<file path="src/rtl/pcmt_pkg.sv">
// ----------------------------------------------------------------------------
// pcmt_pkg
// Shared types and constants for the priority command mux with timeout.
// ----------------------------------------------------------------------------
package pcmt_pkg;

    // default sizing
    localparam int NUM_CHANNELS_DEF = 8;
    localparam int TIMEOUT_BITS_DEF = 8;

    // fixed field widths
    localparam int WORD_W      = 32;
    localparam int CHAN_W      = 3;
    localparam int COUNT_W     = 4;
    localparam int TABLE_W     = 64;
    localparam int BYTE_W      = 8;
    localparam int CFG_INDEX_W = 2;
    localparam int CFG_DATA_W  = 64;

    // configuration register indexes
    localparam logic [CFG_INDEX_W-1:0] REG_CHANNEL_COUNT  = 2'd0;
    localparam logic [CFG_INDEX_W-1:0] REG_PRIORITY_TABLE = 2'd1;
    localparam logic [CFG_INDEX_W-1:0] REG_TIMEOUT_TABLE  = 2'd2;

    // item kinds
    localparam logic ACT_COMMAND = 1'b0;
    localparam logic ACT_TICK    = 1'b1;

    // per-item status from the arbiter
    typedef struct packed {
        logic              forward;
        logic              changed;
        logic              active;
        logic [CHAN_W-1:0] channel;
    } status_t;

endpackage

</file>
<file path="src/rtl/pcmt_core.sv">
// ----------------------------------------------------------------------------
// pcmt_core
// Owner and countdown state with the combinational arbitration decision.
// ----------------------------------------------------------------------------
module pcmt_core #(
    parameter int NUM_CHANNELS = pcmt_pkg::NUM_CHANNELS_DEF,
    parameter int TIMEOUT_BITS = pcmt_pkg::TIMEOUT_BITS_DEF
) (
    input  logic                          clk,
    input  logic                          rst_n,
    input  logic                          step,
    input  logic                          clear,
    input  logic                          action,
    input  logic [pcmt_pkg::CHAN_W-1:0]   channel,
    input  logic [pcmt_pkg::COUNT_W-1:0]  active_count,
    input  logic [pcmt_pkg::TABLE_W-1:0]  priority_table,
    input  logic [pcmt_pkg::TABLE_W-1:0]  timeout_table,
    output pcmt_pkg::status_t             status
);

    localparam logic [pcmt_pkg::BYTE_W-1:0] TIMEOUT_MAX =
        pcmt_pkg::BYTE_W'((1 << TIMEOUT_BITS) - 1);

    logic                              owner_valid_reg;
    logic                              owner_valid_next;
    logic [pcmt_pkg::CHAN_W-1:0]       owner_index_reg;
    logic [pcmt_pkg::CHAN_W-1:0]       owner_index_next;
    logic [NUM_CHANNELS-1:0][TIMEOUT_BITS-1:0] countdown_reg;
    logic [NUM_CHANNELS-1:0][TIMEOUT_BITS-1:0] countdown_next;

    logic [pcmt_pkg::BYTE_W-1:0] timeout_raw;
    logic [pcmt_pkg::BYTE_W-1:0] timeout_sat;
    logic [TIMEOUT_BITS-1:0]     timeout_load;
    logic [pcmt_pkg::BYTE_W-1:0] prio_new;
    logic [pcmt_pkg::BYTE_W-1:0] prio_owner;
    logic                        in_range;
    logic                        is_owner;
    logic                        forward;
    logic                        changed;

    // table lookups
    assign timeout_raw = timeout_table[{channel, 3'b000} +: pcmt_pkg::BYTE_W];
    assign prio_new    = priority_table[{channel, 3'b000} +: pcmt_pkg::BYTE_W];
    assign prio_owner  = priority_table[{owner_index_reg, 3'b000} +: pcmt_pkg::BYTE_W];

    // zero timeout acts as one, wide timeout saturates
    always_comb
    begin
        if (timeout_raw == '0)
        begin
            timeout_sat = pcmt_pkg::BYTE_W'(1);
        end
        else if (timeout_raw > TIMEOUT_MAX)
        begin
            timeout_sat = TIMEOUT_MAX;
        end
        else
        begin
            timeout_sat = timeout_raw;
        end
    end

    assign timeout_load = timeout_sat[TIMEOUT_BITS-1:0];
    assign in_range     = {1'b0, channel} < active_count;
    assign is_owner     = owner_valid_reg && (owner_index_reg == channel);

    // arbitration and timer update
    always_comb
    begin
        owner_valid_next = owner_valid_reg;
        owner_index_next = owner_index_reg;
        countdown_next   = countdown_reg;
        forward          = 1'b0;
        changed          = 1'b0;
        if (action == pcmt_pkg::ACT_COMMAND)
        begin
            if (in_range)
            begin
                for (int i = 0; i < NUM_CHANNELS; i++)
                begin
                    if (channel == pcmt_pkg::CHAN_W'(i))
                    begin
                        countdown_next[i] = timeout_load;
                    end
                end
                forward = !owner_valid_reg || is_owner || (prio_new > prio_owner);
                if (forward && !is_owner)
                begin
                    owner_valid_next = 1'b1;
                    owner_index_next = channel;
                    changed          = 1'b1;
                end
            end
        end
        else
        begin
            for (int i = 0; i < NUM_CHANNELS; i++)
            begin
                if (countdown_reg[i] != '0)
                begin
                    countdown_next[i] = countdown_reg[i] - TIMEOUT_BITS'(1);
                    if ((countdown_reg[i] == TIMEOUT_BITS'(1)) && owner_valid_reg &&
                        (owner_index_reg == pcmt_pkg::CHAN_W'(i)))
                    begin
                        owner_valid_next = 1'b0;
                        owner_index_next = '0;
                        changed          = 1'b1;
                    end
                end
            end
        end
    end

    // status as seen after this item
    always_comb
    begin
        status.forward = forward;
        status.changed = changed;
        status.active  = owner_valid_next;
        status.channel = owner_valid_next ? owner_index_next : '0;
    end

    // state registers
    always_ff @(posedge clk or negedge rst_n)
    begin
        if (!rst_n)
        begin
            owner_valid_reg <= 1'b0;
            owner_index_reg <= '0;
            countdown_reg   <= '0;
        end
        else if (clear)
        begin
            owner_valid_reg <= 1'b0;
            owner_index_reg <= '0;
            countdown_reg   <= '0;
        end
        else if (step)
        begin
            owner_valid_reg <= owner_valid_next;
            owner_index_reg <= owner_index_next;
            countdown_reg   <= countdown_next;
        end
    end

endmodule

</file>
<file path="src/rtl/priority_command_mux_with_timeout.sv">
// ----------------------------------------------------------------------------
// priority_command_mux_with_timeout
// Result: registered, valid in the cycle after the input transfer.
// Throughput: one item per cycle; the arbiter decision and all countdowns
// update in the same cycle, and the result register lets a new item enter
// whenever the current result is taken or the register is empty.
// Reset: owner idle, countdowns stopped, all config registers zero.
// ----------------------------------------------------------------------------
module priority_command_mux_with_timeout #(
    parameter int NUM_CHANNELS = pcmt_pkg::NUM_CHANNELS_DEF,
    parameter int TIMEOUT_BITS = pcmt_pkg::TIMEOUT_BITS_DEF
) (
    input  logic                              clk,
    input  logic                              rst_n,
    // configuration
    input  logic                              cfg_we,
    input  logic [pcmt_pkg::CFG_INDEX_W-1:0]  cfg_index,
    input  logic [pcmt_pkg::CFG_DATA_W-1:0]   cfg_data,
    // input channel
    input  logic                              in_valid,
    output logic                              in_ready,
    input  logic                              action,
    input  logic [pcmt_pkg::CHAN_W-1:0]       channel,
    input  logic [pcmt_pkg::WORD_W-1:0]       steering_angle_bits,
    input  logic [pcmt_pkg::WORD_W-1:0]       steering_rate_bits,
    input  logic [pcmt_pkg::WORD_W-1:0]       speed_bits,
    input  logic [pcmt_pkg::WORD_W-1:0]       accel_bits,
    input  logic [pcmt_pkg::WORD_W-1:0]       jerk_bits,
    // result channel
    output logic                              out_valid,
    input  logic                              out_ready,
    output logic                              forward_valid,
    output logic [pcmt_pkg::WORD_W-1:0]       out_steering_angle,
    output logic [pcmt_pkg::WORD_W-1:0]       out_steering_rate,
    output logic [pcmt_pkg::WORD_W-1:0]       out_speed,
    output logic [pcmt_pkg::WORD_W-1:0]       out_accel,
    output logic [pcmt_pkg::WORD_W-1:0]       out_jerk,
    output logic                              owner_changed,
    output logic                              owner_active,
    output logic [pcmt_pkg::CHAN_W-1:0]       owner_channel
);

    logic [pcmt_pkg::COUNT_W-1:0] channel_count_reg;
    logic [pcmt_pkg::TABLE_W-1:0] priority_table_reg;
    logic [pcmt_pkg::TABLE_W-1:0] timeout_table_reg;
    logic [pcmt_pkg::COUNT_W-1:0] active_count;
    logic                         count_write;
    logic                         accept;
    pcmt_pkg::status_t            status;

    logic                         out_valid_reg;
    pcmt_pkg::status_t            status_reg;
    logic [pcmt_pkg::WORD_W-1:0]  angle_reg;
    logic [pcmt_pkg::WORD_W-1:0]  rate_reg;
    logic [pcmt_pkg::WORD_W-1:0]  speed_reg;
    logic [pcmt_pkg::WORD_W-1:0]  accel_reg;
    logic [pcmt_pkg::WORD_W-1:0]  jerk_reg;

    // config register decode
    always_comb
    begin
        count_write = 1'b0;
        unique case (cfg_index)
            pcmt_pkg::REG_CHANNEL_COUNT: count_write = cfg_we;
            default:                     count_write = 1'b0;
        endcase
    end

    always_ff @(posedge clk or negedge rst_n)
    begin
        if (!rst_n)
        begin
            channel_count_reg  <= '0;
            priority_table_reg <= '0;
            timeout_table_reg  <= '0;
        end
        else if (cfg_we)
        begin
            unique case (cfg_index)
                pcmt_pkg::REG_CHANNEL_COUNT:
                    channel_count_reg <= cfg_data[pcmt_pkg::COUNT_W-1:0];
                pcmt_pkg::REG_PRIORITY_TABLE:
                    priority_table_reg <= cfg_data[pcmt_pkg::TABLE_W-1:0];
                pcmt_pkg::REG_TIMEOUT_TABLE:
                    timeout_table_reg <= cfg_data[pcmt_pkg::TABLE_W-1:0];
                default:
                    ;
            endcase
        end
    end

    // clamp channel count to the built size
    assign active_count = (channel_count_reg > pcmt_pkg::COUNT_W'(NUM_CHANNELS)) ?
                          pcmt_pkg::COUNT_W'(NUM_CHANNELS) : channel_count_reg;

    // handshake
    assign in_ready = !out_valid_reg || out_ready;
    assign accept   = in_valid && in_ready;

    pcmt_core #(
        .NUM_CHANNELS (NUM_CHANNELS),
        .TIMEOUT_BITS (TIMEOUT_BITS)
    ) u_core (
        .clk            (clk),
        .rst_n          (rst_n),
        .step           (accept),
        .clear          (count_write),
        .action         (action),
        .channel        (channel),
        .active_count   (active_count),
        .priority_table (priority_table_reg),
        .timeout_table  (timeout_table_reg),
        .status         (status)
    );

    // result valid
    always_ff @(posedge clk or negedge rst_n)
    begin
        if (!rst_n)
        begin
            out_valid_reg <= 1'b0;
        end
        else if (accept)
        begin
            out_valid_reg <= 1'b1;
        end
        else if (out_ready)
        begin
            out_valid_reg <= 1'b0;
        end
    end

    // result payload
    always_ff @(posedge clk)
    begin
        if (accept)
        begin
            status_reg <= status;
            angle_reg  <= status.forward ? steering_angle_bits : '0;
            rate_reg   <= status.forward ? steering_rate_bits  : '0;
            speed_reg  <= status.forward ? speed_bits          : '0;
            accel_reg  <= status.forward ? accel_bits          : '0;
            jerk_reg   <= status.forward ? jerk_bits           : '0;
        end
    end

    assign out_valid          = out_valid_reg;
    assign forward_valid      = status_reg.forward;
    assign out_steering_angle = angle_reg;
    assign out_steering_rate  = rate_reg;
    assign out_speed          = speed_reg;
    assign out_accel          = accel_reg;
    assign out_jerk           = jerk_reg;
    assign owner_changed      = status_reg.changed;
    assign owner_active       = status_reg.active;
    assign owner_channel      = status_reg.channel;

endmodule

</file>
<file path="config.mk">
export PLATFORM = sky130hd
export DESIGN_NAME = priority_command_mux_with_timeout
export DESIGN_NICKNAME = d
export VERILOG_FILES = /design/src/rtl/pcmt_pkg.sv /design/src/rtl/pcmt_core.sv /design/src/rtl/priority_command_mux_with_timeout.sv
export SDC_FILE = /design/constraint.sdc
export NUM_CORES = 1
export LEC_CHECK = 0
export BUFFER_PORTS_ARGS = -buffer_cell sky130_fd_sc_hd__buf_2
export CAP_MARGIN = 20
export CORE_MARGIN = 2
export CORE_UTILIZATION = 55
export DETAILED_ROUTE_END_ITERATION = 16
export PLACE_DENSITY = 0.88
export SLEW_MARGIN = 10
export SYNTH_ARGS = -nofsm -noshare
export SYNTH_HDL_FRONTEND = slang
export SYNTH_SLANG_ARGS = --single-unit
</file>
<file path="constraint.sdc">
create_clock -name clk -period 6.5 [get_ports clk]
set_clock_uncertainty 0.15 [all_clocks]
set_input_delay 0.325 -clock clk [delete_from_list [all_inputs] [get_ports clk]]
set_output_delay 0.325 -clock clk [all_outputs]
set_load 0.05 [all_outputs]
</file>
After elaboration in Yosys (flattened, before gate mapping)
Index checks and enable logic that the tools add are counted.
- output and inout port bits: 168
- flip-flop bits (word level): 367
- logic and storage cells: 224
- magnitude comparators: 4
- add/sub/neg operators: 8
- mux-type cells: 94
- equality and inequality tests: 33
- shift-type cells: 3
- reductions and logical operators: 59
- operator list (kind ; number):
    64-bit two-way mux ; 4
    64-bit by 7-bit variable part select with 8-bit output ; 3
    8-bit two-way mux ; 18
    3-bit two-way mux ; 22
    8-bit by 1-bit == test with 1-bit output (second input constant) ; 8
    8-bit nonzero test ; 8
    8-bit by 1-bit subtractor with 8-bit output (second input constant) ; 8
    1-bit two-way mux ; 49
    4-bit AND reduction ; 8
    3-bit nonzero test ; 9
    3-bit == test (second input constant) ; 8
    3-bit by 1-bit != test with 1-bit output (second input constant) ; 8
    1-bit logical AND ; 19
    3-bit by 2-bit == test with 1-bit output (second input constant) ; 4
    8-bit > comparator ; 1
    8-bit > comparator (second input constant) ; 1
    8-bit logical NOT ; 1
    3-bit by 1-bit == test with 1-bit output (second input constant) ; 2
    3-bit logical NOT ; 2
    2-bit AND reduction ; 3
    4-bit > comparator (second input constant) ; 1
    3-bit by 4-bit less-than comparator with 1-bit output ; 1
    4-bit two-way mux ; 1
    2-bit nonzero test ; 2
    other kinds (6) ; 10

Logic depth before layout (Yosys ltp)
- depth in word-level cells: 24
- depth in mapped cells: 16
- mapped depth without buffers: 10

By module
A second synthesis with hierarchy kept.
- cells, all modules: 1344
- area total of the unflattened synthesis: 18297.5 µm²
- modules (own cells, without submodules) (module ; instances ; area each (µm²) ; cells each):
    priority_command_mux_with_timeout ; 1 ; 11647.4 ; 632
    pcmt_core ; 1 ; 6650.1 ; 712

Worst setup path after synthesis
Ideal clock, no wire load.
- path type: register to register
- start point: register out_valid_reg, in the netlist out_valid
- end point: register u_core.countdown_reg[46] in the netlist's numbering
- buffers on the path: 2
- arrival: 6.008 ns
- stages on the path, launching flop included: 10
- data required time: 6.230 ns
- path slack: 0.221 ns
- path through: dfrtp_1 nand2b_1 nand2_1 inv_1 o31ai_2 buf_6 a21oi_4 buf_4 nand4_1 o211a_1
- longest elaborated chain between the ends: 5
- ends and longest elaborated chain (what ; RTL line ; text):
    from (decl) ; priority_command_mux_with_timeout.sv:51 ; logic out_valid_reg;
    from (signal assigned) ; priority_command_mux_with_timeout.sv:121 ; out_valid_reg <= 1'b0;
    from (signal assigned) ; priority_command_mux_with_timeout.sv:125 ; out_valid_reg <= 1'b1;
    from (signal assigned) ; priority_command_mux_with_timeout.sv:129 ; out_valid_reg <= 1'b0;
    1-bit logical NOT ; priority_command_mux_with_timeout.sv:97 ; assign in_ready = !out_valid_reg || out_ready;
    1-bit logical OR ; priority_command_mux_with_timeout.sv:97 ;
    net in_ready ; priority_command_mux_with_timeout.sv:21 ; output logic in_ready,
    1-bit logical AND ; priority_command_mux_with_timeout.sv:98 ; assign accept = in_valid && in_ready;
    net accept ; priority_command_mux_with_timeout.sv:48 ; logic accept;
    2-bit nonzero test (no line) ; -- ;
    4-bit AND reduction (no line) ; -- ;
    to (signal assigned) ; pcmt_core.sv:142 ; countdown_reg <= countdown_next;
    to (decl) ; pcmt_core.sv:28 ; logic [NUM_CHANNELS-1:0][TIMEOUT_BITS-1:0] countdown_reg;
The timed path passes the listed nets, and every way through them passes these cells.
A chain may end at the register's enable or synchronous reset.

Worst setup path in the final report
- start point: register u_core.owner_index_reg[0] in the netlist's numbering
- end point: register rate_reg (netlist bit out_steering_rate[5]) (data pin)
- longest elaborated chain between the ends: 6
- ends and longest elaborated chain (what ; RTL line ; text):
    from (decl) ; pcmt_core.sv:26 ; logic [pcmt_pkg::CHAN_W-1:0] owner_index_reg;
    from (signal assigned) ; pcmt_core.sv:141 ; owner_index_reg <= owner_index_next;
    branches (longest 3 deep; another with 8-bit > comparator) ; -- ;
    1-bit logical OR * ; pcmt_core.sv:86 ; forward = !owner_valid_reg || is_owner || (prio_new > prio_owner);
    1-bit two-way mux * ; pcmt_core.sv:77 ; if (in_range)
    1-bit two-way mux * ; pcmt_core.sv:75 ; if (action == pcmt_pkg::ACT_COMMAND)
    to (signal assigned) ; priority_command_mux_with_timeout.sv:140 ; rate_reg <= status.forward ? steering_rate_bits : '0;
    to (decl) ; priority_command_mux_with_timeout.sv:54 ; logic [pcmt_pkg::WORD_W-1:0] rate_reg;
Mark *: on every way between the ends.

==> results_dict.tcl <==
set metrics [dict create \
    status "finished clean" \
    pre_cts_ws_ns 2.17 \
    die-width_um 184 \
    crit_path_end_kind "register" \
    fin_setup_tns_ns 0 \
    core_area_um2 32300 \
    worst_slack_ns 2.00 \
    wirelength_um 63700 \
    cp.required_ns 6.61 \
    avgSynthCellArea_um2 13.0 \
    synth.area.mux_share_pct 16.2 \
    min_to "channel_count_reg[3]" \
    power.density_nw_per_um2 362 \
    layout_min_cycle_time_ns 4.50 \
    vias 15200 \
    antenna_found_initial 10 \
    gp_congestion 0.907 \
    drive_gt1_share_pct 34.7 \
    grt_max_degree 162 \
    synth_area_leaders "dfrtp_1, edfxtp_1, mux2_2" \
    slew_viol_final 0 \
    syn_area_um2 17900 \
    critPathArrivalTime_ns 4.61 \
    p_leak_nw 10.2 \
    final_util_pct 73.9 \
    grt_pass1_wl_um 91500 \
    slew_headroom_pct 20.9 \
    synthToLayoutAreaGrowth_pct 33.1 \
    hp-start "cfg_index[0]" \
    ant_nets 0 \
    ctsResizeCount 0 \
    p_int_mw 5.49 \
    crit_type "reg -> reg" \
    io_buffer_count 402 \
    yosys.area.top_type "dfrtp_1" \
    setup_viol_count_final 0 \
    tightest_slew_ns 1.18 \
    hp-class "in -> reg" \
    die_h_um 184 \
    r2r_start "u_core.owner_index_reg[0]" \
    timing.final.crit_share_pct 69.2 \
    yosysUniqueCellTypes 80 \
    synth_top_area_share_pct 28.1 \
    cts_buffer_depth 3 \
    vdd_drop_max_mv 0.321 \
    critPathMaxFanout 161 \
    ys_seq_elements 367 \
    seqPwrFrac_pct 39.8 \
    clock.fmax_mhz 222 \
    netlist_instances 1375 \
    switchingPower_mw 3.14 \
    nets 2242 \
    start_kind "register" \
    synth_xor_area_share_pct 0.147 \
    ys.flop_type "dfrtp_1" \
    synth_compound_area_share_pct 7.91 \
    switching_share_pct 36.4 \
    core.rowCount 66 \
    root_buffer "clkbuf_16" \
    holdWs_ns 0.154 \
    rsz0062_at_grt "no" \
    synth_top_family_by_area "multiplexers" \
    r2r-end "out_steering_rate[5]" \
    synthAdderAreaFrac_pct 2.03 \
    maxCapViolCount 0 \
    synth_fp_nets 1639 \
    cts_max_level 2 \
    io_pins 403 \
    dp_hpwl_um 36100 \
    clkLatencyLatePin_ns 0.56 \
    dr.pass1.iters 8 \
    pwr-share-comb_pct 32.5 \
    ys_seq_area_share_pct 55.9 \
    total_power_mw 8.63 \
    drt_iter0_drc 1936 \
    die-area_um2 34000 \
    rr_worst_depth 11 \
    grt_use_total_pct 36.4 \
    wl_per_cell_um 25.9 \
    reg2reg_slack_ns 2.00 \
    grt_pass1_vias 15300 \
    ys_warn_count 0 \
    synth-edff-count 166 \
    start_util_pct 55.5 \
    cts_made_buffers 39 \
    yosysMostFrequentCell "dfrtp_1" \
    synthSimpleGateAreaFrac_pct 14.9 \
    grt.overflow.total 0 \
    hold_viol 0 \
    pwr-share-clk_pct 27.7 \
    drc 0 \
    synthArstFlopShare_pct 54.8 \
    ys_top_cells_by_count "dfrtp_1, and2_1, edfxtp_1, mux2_2, nand2_1" \
    clk_pin_slew_ns 0.07 \
    holdPathStages 5 \
    vias_per_cell 6.18 \
    cts_sinks 367 \
    cts_tree "built" \
]
==> kinds of logic (layout without fill, tap and decap cells) <==
group / Yosys count / count (layout)
AO/OA/AOI/OAI: 177 / 177
flip-flops: 367 / 367
buffers and inverters: 109 / 742
multiplexers: 211 / 211
adder cells (fa/ha/maj): 29 / 29
other: 0 / 8
AND/OR/NAND/NOR: 479 / 479
XOR/XNOR: 3 / 3
==> per-layer routing <==
layer  global-route usage, %  up-vias  wire length [um]
li1                        -     6350                 -
met1                    41.6     7508             21700
met2                    59.8      994             30900
met3                    9.80      328              5990
met4                    25.1       12              5020
met5                       0        -                81
==> critical path, stage by stage, from the launching register on <==
cell      delay (ns)
dfrtp_1         0.46
buf_4           0.47
mux4_2          0.59
mux2i_1         0.25
ha_1            0.32
a21o_1          0.23
a21o_1          0.20
a2111o_1        0.50
o21ai_1         0.18
a31oi_4         0.13
buf_12          0.24
and2_1          0.36
==> power by group through the flow <==
stage | sequential [mW] | clock [mW] | combinational [mW]
floorplan | 3.65 | 0 | 1.57
global placement | 3.36 | 0 | 2.43
detailed placement | 3.40 | 0 | 2.52
CTS | 3.36 | 2.35 | 2.67
global route | 3.47 | 2.48 | 2.99
finish | 3.43 | 2.39 | 2.80
==> worst max path at each step <==
stage	depth (start not counted)	slack [ns]	from	end
4_1_cts	11	2.37	u_core.owner_index_reg[0]	out_steering_rate[5]
2_1_floorplan	9	0.22	out_valid	u_core.countdown_reg[46]
6_report	11	2.00	u_core.owner_index_reg[0]	out_steering_rate[5]
5_1_grt	11	1.98	u_core.owner_index_reg[0]	out_steering_rate[5]
3_5_place_dp	13	2.17	channel[0]	out_accel[12]
3_3_place_gp	13	2.34	channel[0]	out_speed[5]
==> layout by cell type, fill, tap and decap left out, drive strengths merged, types with 4 or more instances in the layout <==
master | Yosys | layout
a211oi | 10 | 10
a21o | 4 | 4
a21oi | 56 | 56
a221oi | 15 | 15
a311oi | 6 | 6
a31oi | 6 | 6
and2 | 167 | 167
buf | 36 | 416
bufinv | 0 | 7
clkbuf | 45 | 52
clkinv | 0 | 10
dfrtp | 201 | 201
diode | 0 | 8
dlygate4sd3 | 0 | 226
edfxtp | 166 | 166
ha | 29 | 29
inv | 28 | 29
mux2 | 138 | 138
mux2i | 25 | 25
mux4 | 48 | 48
nand2 | 77 | 77
nand2b | 16 | 16
nand3 | 23 | 23
nand4 | 28 | 28
nand4b | 12 | 12
nor2 | 67 | 67
nor3 | 36 | 36
nor3b | 10 | 10
nor4 | 10 | 10
o211a | 12 | 12
o211ai | 9 | 9
o21ai | 18 | 18
o221a | 7 | 7
or2 | 6 | 6
or3 | 8 | 8
==> per-stage QoR <==
step	area, um2	cells
global route	23800	2454
global placement	20200	2151
detailed placement	20200	2151
CTS	23800	2448
floorplan	17900	1375
finish	23800	2458
==> cell type report <==
cell class                      count  area (um2)
Clock inverter                     20         294
Multi-Input combinational cell    899        7390
Fill cell                        1910        8440
Clock buffer                       51        1030
Timing Repair Buffer              643        4430
Antenna cell                        8        20.0
Tap cell                          442         553
Inverter                           28         110
Sequential cell                   367       10000
==> what timing repair did <==
item | in CTS | in global routing
hold buffers | 226 | 0
endpoints found under the hold margin | 409 | 0
setup buffers | 0 | 0
(Power assumes the default switching activity.)
